**src/hdl/scg_pkg.sv**
```systemverilog
// ----------------------------------------------------------------------------
// scg_pkg
// Shared types and constants of the stream chunk grouper: register map,
// tail modes, item kinds and the configuration bundle.
// ----------------------------------------------------------------------------
package scg_pkg;

  localparam int MAX_GROUP_DEF  = 64;
  localparam int ELEM_WIDTH_DEF = 32;

  localparam int DATA_W   = 32;
  localparam int POS_W    = 6;
  localparam int GSIZE_W  = 7;
  localparam int MODE_W   = 2;
  localparam int PADDR_W  = 4;

  localparam logic [1:0] REG_GROUP_SIZE = 2'd0;
  localparam logic [1:0] REG_TAIL_MODE  = 2'd1;
  localparam logic [1:0] REG_FILL_VALUE = 2'd2;

  localparam logic [MODE_W-1:0] TAIL_SHORT = 2'd0;
  localparam logic [MODE_W-1:0] TAIL_PAD   = 2'd1;
  localparam logic [MODE_W-1:0] TAIL_DROP  = 2'd2;

  localparam logic KIND_DATA = 1'b0;
  localparam logic KIND_END  = 1'b1;

  typedef struct packed {
    logic [GSIZE_W-1:0] group_size;
    logic [MODE_W-1:0]  tail_mode;
    logic [DATA_W-1:0]  fill_value;
  } cfg_t;

endpackage

```
**src/hdl/scg_regs.sv**
```systemverilog
// ----------------------------------------------------------------------------
// scg_regs
// Configuration registers behind the APB-style port.
// ----------------------------------------------------------------------------
module scg_regs (
  input  logic                        clk,
  input  logic                        rst,
  input  logic                        psel,
  input  logic                        penable,
  input  logic                        pwrite,
  input  logic [scg_pkg::PADDR_W-1:0] paddr,
  input  logic [31:0]                 pwdata,
  output logic [31:0]                 prdata,
  output logic                        pready,
  output scg_pkg::cfg_t               cfg
);

  logic wr;

  assign pready = 1'b1;
  assign wr     = psel && penable && pwrite;

  always_ff @(posedge clk) begin
    if (rst) begin
      cfg.group_size <= scg_pkg::GSIZE_W'(1);
      cfg.tail_mode  <= scg_pkg::TAIL_SHORT;
      cfg.fill_value <= '0;
    end else if (wr) begin
      unique case (paddr[3:2])
        scg_pkg::REG_GROUP_SIZE: cfg.group_size <= pwdata[scg_pkg::GSIZE_W-1:0];
        scg_pkg::REG_TAIL_MODE:  cfg.tail_mode  <= pwdata[scg_pkg::MODE_W-1:0];
        scg_pkg::REG_FILL_VALUE: cfg.fill_value <= pwdata;
        default: ;
      endcase
    end
  end

  always_comb begin
    unique case (paddr[3:2])
      scg_pkg::REG_GROUP_SIZE: prdata = 32'(cfg.group_size);
      scg_pkg::REG_TAIL_MODE:  prdata = 32'(cfg.tail_mode);
      scg_pkg::REG_FILL_VALUE: prdata = cfg.fill_value;
      default:                 prdata = '0;
    endcase
  end

endmodule

```
**src/hdl/scg_front.sv**
```systemverilog
// ----------------------------------------------------------------------------
// scg_front
// Accepts items, writes data elements into the current group bank and
// posts a drain job when a group is complete or a tail is to be emitted.
// ----------------------------------------------------------------------------
module scg_front #(
  parameter int MAX_GROUP  = scg_pkg::MAX_GROUP_DEF,
  parameter int ELEM_WIDTH = scg_pkg::ELEM_WIDTH_DEF,
  localparam int CW = (MAX_GROUP > 1) ? $clog2(MAX_GROUP) : 1,
  localparam int TW = $clog2(MAX_GROUP + 1),
  localparam int JW = 1 + 2 * TW
) (
  input  logic                      clk,
  input  logic                      rst,
  input  scg_pkg::cfg_t             cfg,
  input  logic                      in_valid,
  output logic                      in_ready,
  input  logic                      kind,
  input  logic [scg_pkg::DATA_W-1:0] value,
  output logic                      wr_en,
  output logic [CW:0]               wr_addr,
  output logic [ELEM_WIDTH-1:0]     wr_data,
  output logic                      job_push,
  output logic [JW-1:0]             job_data,
  input  logic                      job_full
);

  logic          bank;
  logic          bank_next;
  logic [CW-1:0] fill;
  logic [CW-1:0] fill_next;
  logic [TW-1:0] fill_ext;
  logic [TW-1:0] cnt1;
  logic [TW-1:0] size;
  logic [TW-1:0] job_cnt;
  logic [TW-1:0] job_total;
  logic          accept;

  assign in_ready = !job_full;
  assign accept   = in_valid && in_ready;
  assign fill_ext = TW'(fill);
  assign cnt1     = fill_ext + TW'(1);
  assign wr_addr  = {bank, fill};
  assign wr_data  = ELEM_WIDTH'(value);
  assign job_data = {bank, job_cnt, job_total};

  always_comb begin
    priority if (cfg.group_size == '0) begin
      size = TW'(1);
    end else if (cfg.group_size > scg_pkg::GSIZE_W'(MAX_GROUP)) begin
      size = TW'(MAX_GROUP);
    end else begin
      size = TW'(cfg.group_size);
    end
  end

  always_comb begin
    wr_en     = 1'b0;
    job_push  = 1'b0;
    job_cnt   = fill_ext;
    job_total = fill_ext;
    fill_next = fill;
    if (accept) begin
      if (kind == scg_pkg::KIND_DATA) begin
        wr_en = 1'b1;
        if (cnt1 >= size) begin
          job_push  = 1'b1;
          job_cnt   = cnt1;
          job_total = cnt1;
          fill_next = '0;
        end else begin
          fill_next = CW'(cnt1);
        end
      end else begin
        fill_next = '0;
        if (fill != '0) begin
          priority if (fill_ext >= size) begin
            job_push = 1'b1;
          end else if (cfg.tail_mode == scg_pkg::TAIL_SHORT) begin
            job_push = 1'b1;
          end else if (cfg.tail_mode == scg_pkg::TAIL_PAD) begin
            job_push  = 1'b1;
            job_total = size;
          end else begin
            job_push = 1'b0;
          end
        end
      end
    end
    bank_next = job_push ? !bank : bank;
  end

  always_ff @(posedge clk) begin
    if (rst) begin
      bank <= 1'b0;
      fill <= '0;
    end else begin
      bank <= bank_next;
      fill <= fill_next;
    end
  end

endmodule

```
**src/hdl/scg_job_fifo.sv**
```systemverilog
// ----------------------------------------------------------------------------
// scg_job_fifo
// Two-entry job queue between the front and the drain, one entry per
// group bank.
// ----------------------------------------------------------------------------
module scg_job_fifo #(
  parameter int W = 8
) (
  input  logic         clk,
  input  logic         rst,
  input  logic         push,
  input  logic [W-1:0] push_data,
  input  logic         pop,
  output logic [W-1:0] head,
  output logic         full,
  output logic         empty
);

  logic [W-1:0] slots [2];
  logic         wptr;
  logic         rptr;
  logic [1:0]   count;

  assign head  = slots[rptr];
  assign full  = (count == 2'd2);
  assign empty = (count == 2'd0);

  always_ff @(posedge clk) begin
    if (push) begin
      slots[wptr] <= push_data;
    end
  end

  always_ff @(posedge clk) begin
    if (rst) begin
      wptr  <= 1'b0;
      rptr  <= 1'b0;
      count <= '0;
    end else begin
      if (push) begin
        wptr <= !wptr;
      end
      if (pop) begin
        rptr <= !rptr;
      end
      unique case ({push, pop})
        2'b10:   count <= count + 2'd1;
        2'b01:   count <= count - 2'd1;
        default: count <= count;
      endcase
    end
  end

endmodule

```
**src/hdl/scg_back.sv**
```systemverilog
// ----------------------------------------------------------------------------
// scg_back
// Group memory and drain: reads the queued group one element per cycle unless
// stalled, substitutes padding past the stored count, feeds the output register.
// ----------------------------------------------------------------------------
module scg_back #(
  parameter int MAX_GROUP  = scg_pkg::MAX_GROUP_DEF,
  parameter int ELEM_WIDTH = scg_pkg::ELEM_WIDTH_DEF,
  localparam int CW = (MAX_GROUP > 1) ? $clog2(MAX_GROUP) : 1,
  localparam int TW = $clog2(MAX_GROUP + 1),
  localparam int JW = 1 + 2 * TW
) (
  input  logic                       clk,
  input  logic                       rst,
  input  scg_pkg::cfg_t              cfg,
  input  logic                       wr_en,
  input  logic [CW:0]                wr_addr,
  input  logic [ELEM_WIDTH-1:0]      wr_data,
  input  logic [JW-1:0]              job_head,
  input  logic                       job_empty,
  output logic                       job_pop,
  output logic                       out_valid,
  input  logic                       out_ready,
  output logic [scg_pkg::DATA_W-1:0] element,
  output logic [scg_pkg::POS_W-1:0]  position,
  output logic                       group_last
);

  logic [ELEM_WIDTH-1:0] mem [2 ** (CW + 1)];
  logic [ELEM_WIDTH-1:0] rdata;

  logic          head_bank;
  logic [TW-1:0] head_cnt;
  logic [TW-1:0] head_total;
  logic [CW-1:0] idx;
  logic [TW-1:0] idx_ext;
  logic          idx_last;
  logic          issue;
  logic          move;

  logic          s1_valid;
  logic          s1_pad;
  logic [CW-1:0] s1_pos;
  logic          s1_last;

  logic [scg_pkg::DATA_W-1:0] pad;

  assign head_bank  = job_head[JW-1];
  assign head_cnt   = job_head[2*TW-1:TW];
  assign head_total = job_head[TW-1:0];
  assign idx_ext    = TW'(idx);
  assign idx_last   = (idx_ext + TW'(1) == head_total);
  assign move       = s1_valid && (!out_valid || out_ready);
  assign issue      = !job_empty && (!s1_valid || move);
  assign job_pop    = issue && idx_last;
  assign pad        = scg_pkg::DATA_W'(ELEM_WIDTH'(cfg.fill_value));

  always_ff @(posedge clk) begin
    if (wr_en) begin
      mem[wr_addr] <= wr_data;
    end
    if (issue) begin
      rdata <= mem[{head_bank, idx}];
    end
  end

  always_ff @(posedge clk) begin
    if (issue) begin
      s1_pad  <= (idx_ext >= head_cnt);
      s1_pos  <= idx;
      s1_last <= idx_last;
    end
    if (move) begin
      element    <= s1_pad ? pad : scg_pkg::DATA_W'(rdata);
      position   <= scg_pkg::POS_W'(s1_pos);
      group_last <= s1_last;
    end
  end

  always_ff @(posedge clk) begin
    if (rst) begin
      idx       <= '0;
      s1_valid  <= 1'b0;
      out_valid <= 1'b0;
    end else begin
      if (issue) begin
        idx <= idx_last ? '0 : idx + CW'(1);
      end
      if (issue) begin
        s1_valid <= 1'b1;
      end else if (move) begin
        s1_valid <= 1'b0;
      end
      if (move) begin
        out_valid <= 1'b1;
      end else if (out_ready) begin
        out_valid <= 1'b0;
      end
    end
  end

endmodule

```
**src/hdl/stream_chunk_grouper.sv**
```systemverilog
// ----------------------------------------------------------------------------
// stream_chunk_grouper
// Collects data items into groups of group_size and emits each group element
// by element, with the last element marked and a configurable tail policy.
// ----------------------------------------------------------------------------
// The block takes one item per cycle while input is not held off and delivers
// one group element per cycle while the output is not stalled. A data item is
// written into one of two group banks; a complete group, or a tail that is
// emitted short or padded, is handed to the drain, which reads the bank through
// a single memory read port into a read stage ahead of the output register.
// While both banks wait to be drained, input is held off; otherwise items keep
// flowing while the previous group drains. Configuration is to be written over
// the APB-style port only while the block is idle; the block does not enforce it.
module stream_chunk_grouper #(
  parameter int MAX_GROUP  = scg_pkg::MAX_GROUP_DEF,
  parameter int ELEM_WIDTH = scg_pkg::ELEM_WIDTH_DEF
) (
  input  logic                        clk,
  input  logic                        rst,
  input  logic                        psel,
  input  logic                        penable,
  input  logic                        pwrite,
  input  logic [scg_pkg::PADDR_W-1:0] paddr,
  input  logic [31:0]                 pwdata,
  output logic [31:0]                 prdata,
  output logic                        pready,
  input  logic                        in_valid,
  output logic                        in_ready,
  input  logic                        kind,
  input  logic [scg_pkg::DATA_W-1:0]  value,
  output logic                        out_valid,
  input  logic                        out_ready,
  output logic [scg_pkg::DATA_W-1:0]  element,
  output logic [scg_pkg::POS_W-1:0]   position,
  output logic                        group_last
);

  localparam int CW = (MAX_GROUP > 1) ? $clog2(MAX_GROUP) : 1;
  localparam int TW = $clog2(MAX_GROUP + 1);
  localparam int JW = 1 + 2 * TW;

  scg_pkg::cfg_t         cfg;
  logic                  wr_en;
  logic [CW:0]           wr_addr;
  logic [ELEM_WIDTH-1:0] wr_data;
  logic                  job_push;
  logic [JW-1:0]         job_data;
  logic                  job_pop;
  logic [JW-1:0]         job_head;
  logic                  job_full;
  logic                  job_empty;

  scg_regs u_regs (
    .clk     (clk),
    .rst     (rst),
    .psel    (psel),
    .penable (penable),
    .pwrite  (pwrite),
    .paddr   (paddr),
    .pwdata  (pwdata),
    .prdata  (prdata),
    .pready  (pready),
    .cfg     (cfg)
  );

  scg_front #(
    .MAX_GROUP  (MAX_GROUP),
    .ELEM_WIDTH (ELEM_WIDTH)
  ) u_front (
    .clk      (clk),
    .rst      (rst),
    .cfg      (cfg),
    .in_valid (in_valid),
    .in_ready (in_ready),
    .kind     (kind),
    .value    (value),
    .wr_en    (wr_en),
    .wr_addr  (wr_addr),
    .wr_data  (wr_data),
    .job_push (job_push),
    .job_data (job_data),
    .job_full (job_full)
  );

  scg_job_fifo #(
    .W (JW)
  ) u_jobs (
    .clk       (clk),
    .rst       (rst),
    .push      (job_push),
    .push_data (job_data),
    .pop       (job_pop),
    .head      (job_head),
    .full      (job_full),
    .empty     (job_empty)
  );

  scg_back #(
    .MAX_GROUP  (MAX_GROUP),
    .ELEM_WIDTH (ELEM_WIDTH)
  ) u_back (
    .clk        (clk),
    .rst        (rst),
    .cfg        (cfg),
    .wr_en      (wr_en),
    .wr_addr    (wr_addr),
    .wr_data    (wr_data),
    .job_head   (job_head),
    .job_empty  (job_empty),
    .job_pop    (job_pop),
    .out_valid  (out_valid),
    .out_ready  (out_ready),
    .element    (element),
    .position   (position),
    .group_last (group_last)
  );

  // The front never writes into the bank that the drain is reading.
  a_bank_apart: assert property (@(posedge clk) disable iff (rst)
    (wr_en && !job_empty) |-> (wr_addr[CW] != job_head[JW-1]))
    else $error("group bank written while it is being drained");

  a_no_push_full: assert property (@(posedge clk) disable iff (rst)
    job_full |-> !job_push)
    else $error("job posted into a full queue");

  a_no_pop_empty: assert property (@(posedge clk) disable iff (rst)
    job_pop |-> !job_empty)
    else $error("job retired from an empty queue");

endmodule

```
**config.mk**
```make
export PLATFORM = sky130hd
export DESIGN_NAME = stream_chunk_grouper
export DESIGN_NICKNAME = d
export VERILOG_FILES = /design/src/hdl/scg_pkg.sv /design/src/hdl/scg_regs.sv /design/src/hdl/scg_front.sv /design/src/hdl/scg_job_fifo.sv /design/src/hdl/scg_back.sv /design/src/hdl/stream_chunk_grouper.sv
export SDC_FILE = /design/constraint.sdc
export NUM_CORES = 2
export LEC_CHECK = 0
export ABC_AREA = 0
export BUFFER_PORTS_ARGS = -buffer_cell sky130_fd_sc_hd__buf_2
export CORE_UTILIZATION = 35
export DETAILED_ROUTE_END_ITERATION = 8
export PLACE_DENSITY = 0.58
export SLEW_MARGIN = 10
export SYNTH_ARGS = -nofsm -noshare
export SYNTH_HDL_FRONTEND = slang
export SYNTH_MEMORY_MAX_BITS = 65536
export SYNTH_SLANG_ARGS = --single-unit
```
**constraint.sdc**
```tcl
create_clock -name clk -period 4.7 [get_ports clk]
set_input_delay 0.94 -clock clk [delete_from_list [all_inputs] [get_ports clk]]
set_output_delay 0.94 -clock clk [all_outputs]
set_load 0.01 [all_outputs]
```
== After elaboration in Yosys (flattened, before gate mapping) ==
Memories as Yosys holds them, arrays and structs flattened. A register that Yosys moved wholly into a read port is not among the register bits.
Index checks and enable logic that the tools add are counted.
Cells by class
  add/subtract/negate cells: 5
  magnitude comparators: 4
  eq/ne operators: 7
  muxes and demuxes: 36
  reduce and logical (&&, ||, !) cells: 26
Operator list (count)
  case mux 32 bit (3 select lines): 1
  two-way mux 7 bit: 11
  two-way mux 32 bit: 1
  two-way mux 1 bit: 19
  two-way mux 6 bit: 3
  adder 6 x 1 -> 7 bit (second input constant): 2
  >= comparator 6 x 7 -> 1 bit: 2
  == test 7 bit: 1
  >= comparator 7 bit: 1
  > comparator 7 bit (second input constant): 1
  logical NOT 1 bit: 7
  logical NOT 7 bit: 1
  adder 6 x 1 -> 6 bit (second input constant): 1
  == test 2 x 1 -> 1 bit (second input constant): 3
  == test 2 bit (second input constant): 3
  logical AND 1 bit: 6
  logical NOT 2 bit: 3
  AND reduction 2 bit: 3
  nonzero test 2 bit: 3
  nonzero test 6 bit: 1
  case mux 2 bit (2 select lines): 1
  adder 2 x 1 -> 2 bit (second input constant): 1
  logical OR 1 bit: 2
  subtractor 2 x 1 -> 2 bit (second input constant): 1
Word-level totals
  register bits after elaboration: 107
  bits in writable memories: 4126
  output and inout port bits: 74
  memories: 2
Memory list
  u_back.mem: words 128, bits a word 32, read ports 1, clocked after memory_dff 1, write ports 1, line scg_back.sv:29  | logic [ELEM_WIDTH-1:0] mem [2 ** (CW + 1)];
  u_jobs.slots: words 2, bits a word 15, read ports 1, clocked after memory_dff 1, write ports 1, line scg_job_fifo.sv:19  | logic [W-1:0] slots [2];

== Logic depth before layout (Yosys ltp) ==
  word-level depth: 10
  mapped depth: 14

== By module ==
From an unflattened synthesis, not the netlist that was laid out.
Unflattened totals
  cell total of the unflattened synthesis: 9069
  area, all modules: 165742.7 µm²
Modules (own cells, without submodules)
  scg_back: instances 1, cells each 8605, area an instance 160986.9 µm², sequential area each 125530.4 µm²
  scg_regs: instances 1, cells each 221, area an instance 2118.3 µm², sequential area each 820.8 µm²
  scg_front: instances 1, cells each 174, area an instance 1352.5 µm², sequential area each 140.1 µm²
  scg_job_fifo: instances 1, cells each 69, area an instance 1285.0 µm², sequential area each 1001.0 µm²

== Worst setup path before layout ==
Ideal clock, no wire load.
  path kind: input to register
  from: in out_ready
  to: reg u_jobs.count[1]
  setup time: 0.070 ns
  arrival: 4.754 ns
  setup slack: -0.125 ns
  stages: 7
  path buffers: 0
  cell sequence: nor2b_1 > a21oi_1 > o21ai_0 > nor2_1 > ha_1 > or3_1 > a21oi_1
Between the ends
  longest elaborated chain between the ends: 7
  elaborated cells on any way between the ends: 9
  classes of those cells: eq/ne (2); mux (1); reduce/logical (6)
RTL lines
  start: declaration: line stream_chunk_grouper.sv:32  | input logic out_ready,
  logical OR 1 bit *: line scg_back.sv:53  | assign move = s1_valid && (!out_valid || out_ready);
  logical AND 1 bit *: line scg_back.sv:53
  logical OR 1 bit *: line scg_back.sv:54  | assign issue = !job_empty && (!s1_valid || move);
  logical AND 1 bit *: line scg_back.sv:54
  via u_back.issue: line scg_back.sv:38  | logic issue;
  logical AND 1 bit *: line scg_back.sv:55  | assign job_pop = issue && idx_last;
  via job_pop: line stream_chunk_grouper.sv:48  | logic job_pop;
  == test 2 x 1 -> 1 bit / == test 2 bit (equally long branches): line scg_job_fifo.sv:46  | unique case ({push, pop})
  case mux 2 bit (2 select lines) / nonzero test 2 bit (equally long branches)
  end signal: assignment: line scg_job_fifo.sv:47  | 2'b10: count <= count + 2'd1;
  end signal: assignment: line scg_job_fifo.sv:48  | 2'b01: count <= count - 2'd1;
  end signal: assignment: line scg_job_fifo.sv:49  | default: count <= count;
  end: declaration: line scg_job_fifo.sv:22  | logic [1:0] count;
The timed path passes the listed nets; every way through them passes the cells marked *.
A chain may end at the register's enable or synchronous reset.

==> summary.md <==
| Metric | Value |
|---|---|
| Status | `finished clean` |
| Util after Layout | `between 40 and 50%` |
| Sink Count | `4266` |
| Asr flop ratio synth | `0%` |
| Die Ht | `688 um` |
| H-tree depth | `5` |
| Initial Util | `a little over a third` |
| Worst-Skew Late Latency | `1020 ps` |
| Final Max Tran Viols | `0` |
| Final worst-path cycle share | `86.6%` |
| Crit start category | `register` |
| Largest area contributor in the netlist | `edfxtp_1` |
| Slew @ Worst Pin | `1380 ps` |
| Slowest stage delay, CP | `860 ps` |
| Largest net degree at the start of global routing | `96` |
| Maxcap violations | `0` |
| Floorplan row count | `251` |
| DRT Pass-1 Iters | `8` |
| First-pass GRT wire length | `667000 um` |
| Min-delay worst type | `input pin to register` |
| Leak pwr | `roughly 56 nW` |
| Most frequent CP cell | `buf_4` |
| Vias in the first global route | `87.1k` |
| Worst Path Class, Setup | `register to register` |
| Vias | `89.8k` |
| Post-route ant nets | `0` |
| Hold endpoint | `u_regs.cfg[17]` |
| Top cells by area, synth | `edfxtp_1 77%, mux2i_1 12%, a22oi_1 3.5%` |
| Worst path cell trace | `nand2b_1 -> nor2_4 -> buf_12 -> buf_4 -> a21oi_1 -> nand4_1 -> nor3_1 -> buf_4 -> or4_1` |
| DR vias/cell | `5.48` |
| Area growth syn-to-layout | `16.0%` |
| CP delay by family, top | `simple AND/OR/NAND/NOR gates` |
| Cts bufs inserted | `429` |
| Synth Warn # | `0` |
| Reg2Reg Depth | `9` |
| Initial antenna violation count | `76` |
| Worst-path clk slew | `60 ps` |
| Final Routed Wirelength | `486000 um` |
| Max rail drop VDD | `between 0.0003 and 0.0004 V` |
| WP buf/inv | `3` |
| Synth Register Bits | `4266` |
| Final setup viols | `0` |
| GRT Total Usage | `about a fifth` |
| DPL Wire Length | `280000 um` |
| Critical Path AT | `around 4800 ps` |
| Slew headroom | `7.03%` |
| Core Footprint | `between 0.4 and 0.5 mm2` |
| Routed wire per std cell | `29.7 um` |
| Number of library cell types mapped by synthesis | `57` |
| Post_cts resized | `0` |
| Grt total ovfl | `0` |
| Post-synth EDFFs | `around 4.2k` |
| PD cells | `about 410 mW/mm2` |
| Count of final hold-check violations | `0` |
| Unrepaired setup endpoints after global routing | `false` |
| CP max FO | `26` |
| CP endpoint kind | `register` |
| Die Area | `about 0.47 mm2` |
| # DRC | `0` |
| HP Start | `pwdata[17]` |
| Yosys top cell area share | `76.6%` |
| CTS Buffer Depth | `4` |
| Final min period | `4070 ps` |
| DRT iter0 DRCs | `11.3k` |
| Clock Tree Root | `clkbuf_16` |
| Synthesized area | `about 0.16 mm2` |
| Register area share after synthesis | `77.4%` |
| IO Count | `150` |
| Pwr Total | `78.2 mW` |
| Post-synth top flop | `edfxtp_1` |
| PortBufs | `146` |
| Nets@finish | `9877` |
| Reg2reg start | `u_back.idx[4]` |
| Avg Inst Size Synth | `about 18 um2` |
| Cells after Synth | `9284` |
| Fmax | `246 MHz` |
| Total Neg Setup Slack | `0 ps` |
| Worst EP required | `5410 ps` |
| R2R Setup Slk | `between 600 and 700 ps` |
| Setup repair bufs after CTS | `0` |
| # hold bufs at CTS | `0` |
| Worst Skew | `106 ps` |
| TritonCTS clock tree | `built` |
| Synth Net Count | `9384` |
| Gpl congestion | `between 0.8 and 0.9` |
| Slowest-stage cell, CP | `nor2_4` |
| Crit Reg-Reg Endpoint | `u_back.rdata[12]` |
| Hold Path Stages | `3` |
| Die X | `688 um` |
| Share of cells above drive strength 1 | `13.7%` |
per-stage QoR:
stage	cell area, um2	std cells	setup WS, ps	hold slack (ps)
2_1_floorplan	165000	9284	1010	400
5_1_grt	191000	16400	407	137
4_1_cts	191000	16300	644	95.7
6_report	191000	16400	630	167
3_5_place_dp	177000	15500	662	410
3_3_place_gp	177000	15500	750	409
cell usage after synthesis, drive strengths merged (3+ instances only):
| library cell | instances |
|---|---|
| ha | 24 |
| a22oi | 773 |
| dfxtp | 61 |
| o211ai | 4 |
| and2 | 29 |
| o21ai | 19 |
| nor4 | 3 |
| nand2b | 10 |
| or3 | 4 |
| buf | 359 |
| xnor2 | 12 |
| a21oi | 238 |
| or4 | 33 |
| xor2 | 10 |
| nand2 | 424 |
| a211oi | 129 |
| nand4 | 196 |
| nor2 | 183 |
| a21o | 3 |
| mux2i | 1946 |
| clkbuf | 171 |
| nand3 | 82 |
| nor2b | 141 |
| or2 | 4 |
| edfxtp | 4205 |
| mux2 | 39 |
| nor3 | 144 |
| inv | 9 |
| a21bo | 3 |
flip-flops by register name, summed over array words and instances (netlist names), named ones only:
register	flops
u_jobs.wptr	1
u_jobs.count	2
u_back.out_valid	1
u_front.bank	1
u_back.position	6
u_back.mem	4096
u_back.group_last	1
u_back.s1_pos	6
u_back.s1_valid	1
u_back.s1_pad	1
u_regs.cfg	41
u_back.idx	6
u_back.element	32
u_back.s1_last	1
u_jobs.slots	30
u_back.rdata	32
u_front.fill	6
u_jobs.rptr	1
power by group:
part	leakage (nW)	internal, mW	total [mW]	switching [mW]
registers	38.3	41.9	42.1	0.151
clock network	6.68	19.0	33.5	14.5
logic	10.9	0.543	2.57	2.02
layer usage:
metal	vias up	global-route usage, %	share of wire (%)
met4	26	6.47	3.4
met2	4083	31.3	45
met5	-	0	0.035
met3	702	3.91	9.5
met1	46800	27.8	42
li1	38200	-	-
how the worst max path moves through the flow:
stage / slack, ps / start / cells after the start / endpoint
3_5_place_dp: 660 / u_front.fill[2] / 9 / u_jobs.slots[0][13]
4_1_cts: 640 / u_back.idx[4] / 9 / u_back.rdata[12]
2_1_floorplan: 1010 / out_ready / 7 / u_jobs.count[1]
3_3_place_gp: 750 / u_back.idx[4] / 9 / u_back.rdata[12]
6_report: 630 / u_back.idx[4] / 9 / u_back.rdata[12]
5_1_grt: 410 / u_front.fill[2] / 10 / u_jobs.count[1]
worst reg2reg max path, delay by kind of cell (launching register included):
kind / cells / cell delay [ps]
buffers and inverters: 3 / 820
AND/OR/NAND/NOR: 5 / 2290
AO/OA/AOI/OAI: 1 / 80
flip-flops: 1 / 600
final cells by class:
type	instances	area [um2]
fillers	41400	277000
flip-flops and latches	4266	127000
multi-input cells	4478	36000
clock buffers	536	11300
well taps	6198	7750
repair buffers	592	5860
clock inverters	246	2470
diodes	65	163
inverters	10	37.5
logic make-up after synthesis:
kind of cell    after synthesis  share of synthesized area [%]
compound gates             1187                           5.03
xor+xnor                     22                          0.117
fa+ha+maj                    24                          0.182
buf+inv                     540                           1.48
flops                      4266                           77.4
mux                        1985                           12.1
other cells                   1                        0.00228
simple gates               1259                           3.73
layout by cell type (no fill, tap or decap), types with 109 or more instances in the layout:
cell type,count
a211oi_1,129
nor2_4,136
nand2_1,419
edfxtp_1,4205
nand4_1,196
a22oi_1,773
nor3_1,134
nor2b_1,138
clkinv_1,109
buf_2,113
buf_12,136
mux2i_1,1946
clkbuf_16,434
buf_4,343
a21oi_1,237
Power figures use the tool's default switching activity.
